### config.mk
export PLATFORM = sky130hd
export DESIGN_NAME = asgd_div
export DESIGN_NICKNAME = d
export VERILOG_FILES = /design/src/rtl/core/asgd_pkg.sv /design/src/rtl/core/asgd_div.sv
export SDC_FILE = /design/constraint.sdc
export NUM_CORES = 1
export LEC_CHECK = 0
export CAP_MARGIN = 20
export CORE_UTILIZATION = 40
export DETAILED_ROUTE_END_ITERATION = 10
export DONT_BUFFER_PORTS = 1
export PLACE_DENSITY_LB_ADDON = 0.3
export RECOVER_POWER = 25
export SYNTH_ARGS = -nofsm -noshare
export SYNTH_HDL_FRONTEND = slang
export SYNTH_SLANG_ARGS = --single-unit
### constraint.sdc
create_clock -name clk -period 3.5 [get_ports clk]
set_input_delay 0.7 -clock clk [delete_from_list [all_inputs] [get_ports clk]]
set_output_delay 0.7 -clock clk [all_outputs]
set_load 0.01 [all_outputs]
### src/rtl/core/asgd_pkg.sv
// Shared types, constants and table builder for the adaptive SGD update core.
// Used by asgd_div and adaptive_sgd_parameter_update_core; depends on nothing.
package asgd_pkg;

    localparam int MAX_PARAMS     = 1024;
    localparam int ADDR_W         = (MAX_PARAMS > 1) ? $clog2(MAX_PARAMS) : 1;
    localparam int EXP_TABLE_BITS = 10;
    localparam int EXP_SIZE       = 1 << EXP_TABLE_BITS;

    // Shared divider: 80-bit dividend, 64-bit divisor, one quotient bit a cycle.
    localparam int DIV_N_W   = 80;
    localparam int DIV_D_W   = 64;
    localparam int DIV_CNT_W = $clog2(DIV_N_W + 1);

    localparam logic [30:0] LOG2E_Q30 = 31'd1549082005;
    localparam logic [20:0] EXP_CLAMP = 21'd1310720;

    localparam int CFG_ADDR_W = 3;
    localparam logic [CFG_ADDR_W-1:0] CFG_GAIN      = 3'd0;
    localparam logic [CFG_ADDR_W-1:0] CFG_OFFSET    = 3'd1;
    localparam logic [CFG_ADDR_W-1:0] CFG_F_LOWER   = 3'd2;
    localparam logic [CFG_ADDR_W-1:0] CFG_F_UPPER   = 3'd3;
    localparam logic [CFG_ADDR_W-1:0] CFG_SCALE     = 3'd4;
    localparam logic [CFG_ADDR_W-1:0] CFG_INIT_TIME = 3'd5;

    localparam logic OP_LOAD = 1'b0;
    localparam logic OP_GRAD = 1'b1;

    typedef struct packed {
        logic               start;
        logic [DIV_N_W-1:0] dividend;
        logic [DIV_D_W-1:0] divisor;
    } div_req_t;

    typedef struct packed {
        logic               done;
        logic [DIV_N_W-1:0] quotient;
    } div_rsp_t;

    typedef logic [30:0] exp_tab_t [EXP_SIZE];

    function automatic logic [63:0] isqrt64(input logic [63:0] x_in);
        logic [63:0] x;
        logic [63:0] res;
        logic [63:0] b;
        x   = x_in;
        res = 64'd0;
        b   = 64'd1 << 62;
        while (b > x)
            b = b >> 2;
        while (b != 64'd0)
        begin
            if (x >= res + b)
            begin
                x   = x - (res + b);
                res = (res >> 1) + b;
            end
            else
                res = res >> 1;
            b = b >> 2;
        end
        return res;
    endfunction

    // 2^(i/EXP_SIZE) in Q1.30, built from a repeated square root of two.
    function automatic exp_tab_t build_exp_tab();
        exp_tab_t    tab;
        logic [63:0] r;
        logic [63:0] prod;
        r = 64'd1 << 31;
        for (int i = 0; i < EXP_TABLE_BITS; i++)
            r = isqrt64(r << 30);
        tab[0] = 31'd1 << 30;
        for (int i = 1; i < EXP_SIZE; i++)
        begin
            prod   = 64'(tab[i-1]) * r + (64'd1 << 29);
            tab[i] = prod[60:30];
        end
        return tab;
    endfunction

endpackage

### src/rtl/core/asgd_div.sv
// Shared restoring divider for the adaptive SGD core, one quotient bit per cycle.
// Depends on asgd_pkg for widths and the request and response structs.
module asgd_div (
    input  logic               clk,
    input  logic               rst_n,
    input  asgd_pkg::div_req_t req,
    output asgd_pkg::div_rsp_t rsp
);
    import asgd_pkg::*;

    logic [DIV_D_W-1:0]   rem_reg;
    logic [DIV_N_W-1:0]   quo_reg;
    logic [DIV_D_W-1:0]   den_reg;
    logic [DIV_CNT_W-1:0] cnt_reg;
    logic                 busy_reg;
    logic                 done_reg;
    logic [DIV_D_W:0]     shifted;
    logic [DIV_D_W:0]     diff;
    logic                 ge;

    always_comb
    begin
        shifted = {rem_reg, quo_reg[DIV_N_W-1]};
        ge      = shifted >= {1'b0, den_reg};
        diff    = shifted - {1'b0, den_reg};
    end

    always_ff @(posedge clk or negedge rst_n)
    begin
        if (!rst_n)
        begin
            cnt_reg  <= '0;
            busy_reg <= 1'b0;
            done_reg <= 1'b0;
        end
        else if (req.start)
        begin
            cnt_reg  <= DIV_CNT_W'(DIV_N_W);
            busy_reg <= 1'b1;
            done_reg <= 1'b0;
        end
        else if (busy_reg)
        begin
            cnt_reg <= cnt_reg - 1'b1;
            if (cnt_reg == DIV_CNT_W'(1))
            begin
                busy_reg <= 1'b0;
                done_reg <= 1'b1;
            end
        end
        else
            done_reg <= 1'b0;
    end

    always_ff @(posedge clk)
    begin
        if (req.start)
        begin
            rem_reg <= '0;
            quo_reg <= req.dividend;
            den_reg <= req.divisor;
        end
        else if (busy_reg)
        begin
            rem_reg <= ge ? diff[DIV_D_W-1:0] : shifted[DIV_D_W-1:0];
            quo_reg <= {quo_reg[DIV_N_W-2:0], ge};
        end
    end

    assign rsp.done     = done_reg;
    assign rsp.quotient = quo_reg;

endmodule

==> results.md <==
Timing:
- The worst slew margin relative to its limit is 50.53%.
- Between clock sinks in the finished design, the worst skew comes to 0.01013 ns.
- Setup repair after global routing left no endpoint under its margin.
- Timing would allow up to 0.3053 GHz.
- For the finished layout, the period the worst path requires is 3.276 ns.
- The setup violation total in the final timing report is 0.
- For the pin with the worst max-slew slack, the measured transition is 0.7420 ns.
- The final-report hold violation count was 0.
- The summed negative setup slack over all endpoints is 0 ns.
- After layout, the worst path uses 93.59% of the clock period.
- The count of final max-slew check failures is 0.

Global route:
- The maximum number of pins on one net before global-route repair is 221.
- In the global route stage, overall resource usage came out at 19.43%.
- The initial antenna violation count came to 2.
- The total overflow left after global routing is 0.
- The number of global-route vias before repair was 9468.
- The first-pass GRT wire length is 50960 um.

Worst hold path:
- The worst hold path class is in -> reg.
- Along the worst hold path, the cell count comes to 0.

Logic synthesis:
- The number of flip-flops and latches in the synthesized netlist is 217.
- The count of mapped cells out of synthesis is 1275.
- The top cell type by total area after synthesis is edfxtp_1.
- Of the post-synthesis cell area, the dominant cell type holds 34.01%.
- The number of synthesized flops with an enable pin is 144.
- The leading register cell type out of synthesis is edfxtp_1.
- The part of the Yosys area used for sequential elements is 45.86%.
- Synthesis produced a netlist with a net count of 1489.
- The post-synthesis instance area is 12710 um^2.
- The Yosys step of the flow raised 0 warnings.
- The async set-or-reset flop fraction in the synthesized netlist is 4.147%.
- A synthesized cell averages 9.971 um^2.
- By area the synthesized netlist is led by edfxtp_1, dfxtp_1, mux2_2.
- Yosys mapped the design onto 79 distinct sky130hd cell types.

Place:
- Summed over all nets, the half-perimeter wirelength after detailed placement is 22970 um.
- The number of buffer cells added on primary ports is 0.
- The congestion estimate from routability-driven global placement came to 0.9223.

Layout:
- The register with the most flip-flops in the layout has 80 of them.
- The synthesis-to-finish area growth is 11.15%.
- The final net count is 1493.
- The post-route netlist has 15.02% of its cells at a drive strength greater than 1.
- The layout has 2895 filler cells.

Route:
- The detailed-route wire length per cell is 18.80 um.
- Dividing the detail-routed via count by the number of cells gives 5.634.
- Before antenna repair, the detailed router went through 5 iterations.
- In the routed design, unresolved DRC markers number 0.
- The residual antenna-violating net count after detailed routing is 0.
- For this block, the initial DRC count from the detailed router was 570.
- The routed via count is 9555.
- The overall routed net length is 31880 um.

Floorplan:
- The floorplan step defined a die boundary enclosing 32500 um^2.
- After floorplanning, the core was sized to cover 30910 um^2.
- 228 I/O pins were placed.
- The floorplan step set the die width to 180.3 um.
- In this run the core area contains 64 standard-cell rows.
- The overall die height is 180.3 um.
- The starting density of the core is 41.13%.

Critical path:
- The critical path is of the reg -> reg type.
- STA classifies the critical path startpoint as a register.
- The critical path endpoint category is a register.
- The arrival time of data at the critical path endpoint is 3.72 ns.
- Of all nets on the critical path, the largest fanout is 29.
- The required time at the worst-slack endpoint is 3.94 ns.
- Counting cells, the worst reg-to-reg path comes to 13.

Run:
- The max-cap check violation count is 0.

Clocking:
- The clock passes through at most 3 buffers.
- Clock latency on the worst-skew pair, taken at its later pin, is 0.55 ns.
- Counting the buffers created by CTS gives 25.
- The clock root buffer master is clkbuf_16.
- Clock-pin slew was measured on the worst setup and hold paths at 0.06 ns.
- CTS built an H-tree with a depth of 1.
- TritonCTS built the clock tree.
- The clock drives 217 sinks.

Pwr:
- Summed over all cells, the static leakage comes to 5.741 nW.
- The worst vdd rail ir drop is 0.4014 mV.
- For this design the ratio of total power to cell area is 810.7 nW/um^2.
- The overall power is 11.46 mW.

Outcome:
- The flow ran to the end, and the final reports show no timing, DRC or antenna violations.
## cells in the mapped netlist, types with 34 or more instances
| library cell | n |
|---|---|
| edfxtp_1 | 144 |
| clkbuf_1 | 45 |
| a21o_1 | 34 |
| o21ai_0 | 50 |
| mux2_2 | 82 |
| inv_1 | 80 |
| dfxtp_1 | 64 |
| a311oi_1 | 50 |
| xnor2_1 | 41 |
| nor2_1 | 108 |
| nand2_1 | 172 |
| ha_1 | 66 |
| a21oi_1 | 77 |
## timing repair
action	CTS	global route
endpoints found under the hold margin	9	0
endpoints found under the setup margin	0	23
buffers inserted	0	0
hold buffers	1	0
gates resized for setup	0	10
## report_power, final
group | internal, mW | leakage, nW | switching, mW
combinational | 2.15 | 3.25 | 2.95
sequential | 3.30 | 2.10 | 0.467
clock | 1.49 | 0.387 | 1.09
total | 6.94 | 5.74 | 4.51
## placed cells by master, fill, tap and decap left out, types with 9 or more instances in the layout
cell / netlist / final
a211oi_1: 14 / 13
a21o_1: 34 / 34
a21oi_1: 77 / 74
a311oi_1: 50 / 50
a31oi_1: 9 / 9
buf_4: 7 / 42
clkbuf_16: 0 / 25
dfxtp_1: 64 / 64
edfxtp_1: 144 / 144
ha_1: 66 / 63
inv_1: 80 / 79
mux2_2: 82 / 82
nand2_1: 172 / 172
nand2b_1: 12 / 12
nand3_1: 15 / 15
nand4_1: 18 / 18
nor2_1: 108 / 108
nor2b_1: 9 / 9
nor3_1: 10 / 10
o21ai_0: 50 / 49
xnor2_1: 41 / 41
xor2_1: 20 / 20
## through the flow
step	setup WS [ns]	hold WS, ns	util (%)	cells	area [um^2]
after global routing	0.005131	0.2104	45.72	1696	14130
after floorplan	0.4539	0.4044	-	1275	12710
after global placement	0.2107	0.4054	42.98	1647	13280
after CTS	0.09957	0.2111	45.60	1694	14090
final	0.2244	0.2398	45.72	1696	14130
after detailed placement	0.1396	0.4054	42.98	1647	13280
## routing by layer
layer,track usage (%),up-vias,wire length [um]
met1,24.94,4493,13870
met3,5.154,60,2272
met4,6.359,0,1046
li1,-,4658,-
met5,0,-,0
met2,31.74,344,14700
## worst max-delay path: stages, from the launching register on
cell	delay (ns)
edfxtp_1	0.33
inv_1	0.05
ha_1	0.35
a21oi_1	0.24
o211ai_1	0.12
a21boi_1	0.31
o221ai_2	0.15
a21o_1	0.19
and2b_2	0.21
nor3b_4	0.32
o31a_4	0.23
buf_6	0.25
nand2_1	0.09
a311oi_1	0.31
## kinds of logic (layout without fill, tap and decap cells)
family          Yosys count  in the layout  share of synthesized area [%]
compound gates          308            308                          16.76
fa+ha+maj                67             67                          6.653
flops                   217            217                          45.86
xor+xnor                 61             61                          4.202
simple gates            383            383                          13.93
buf+inv                 150            173                          4.783
other cells               0              2                              0
mux                      89             89                          7.814
## layout make-up
cell class / instances / area, um^2 / area share [%]
clock buffers: 32 / 661.9 / 4.684
diodes: 2 / 5.005 / 0.03542
well taps: 396 / 495.5 / 3.506
inverters: 80 / 300.3 / 2.125
clock inverters: 14 / 138.9 / 0.9828
flip-flops and latches: 217 / 5834 / 41.29
multi-input cells: 908 / 6307 / 44.63
repair buffers: 47 / 387.9 / 2.745
## worst paths after layout
path	to	slack (ns)	startpoint
max reg2reg	rem_reg[35]	0.22	den_reg[28]
min	den_reg[1]	0.24	req[1]
max	rem_reg[35]	0.22	den_reg[28]
max in group asynchronous	busy_reg	2.61	rst_n
min in group asynchronous	busy_reg	0.54	rst_n
min reg2reg	rem_reg[13]	0.50	rem_reg[12]
Note: power is estimated with default switching activity, not from simulation.
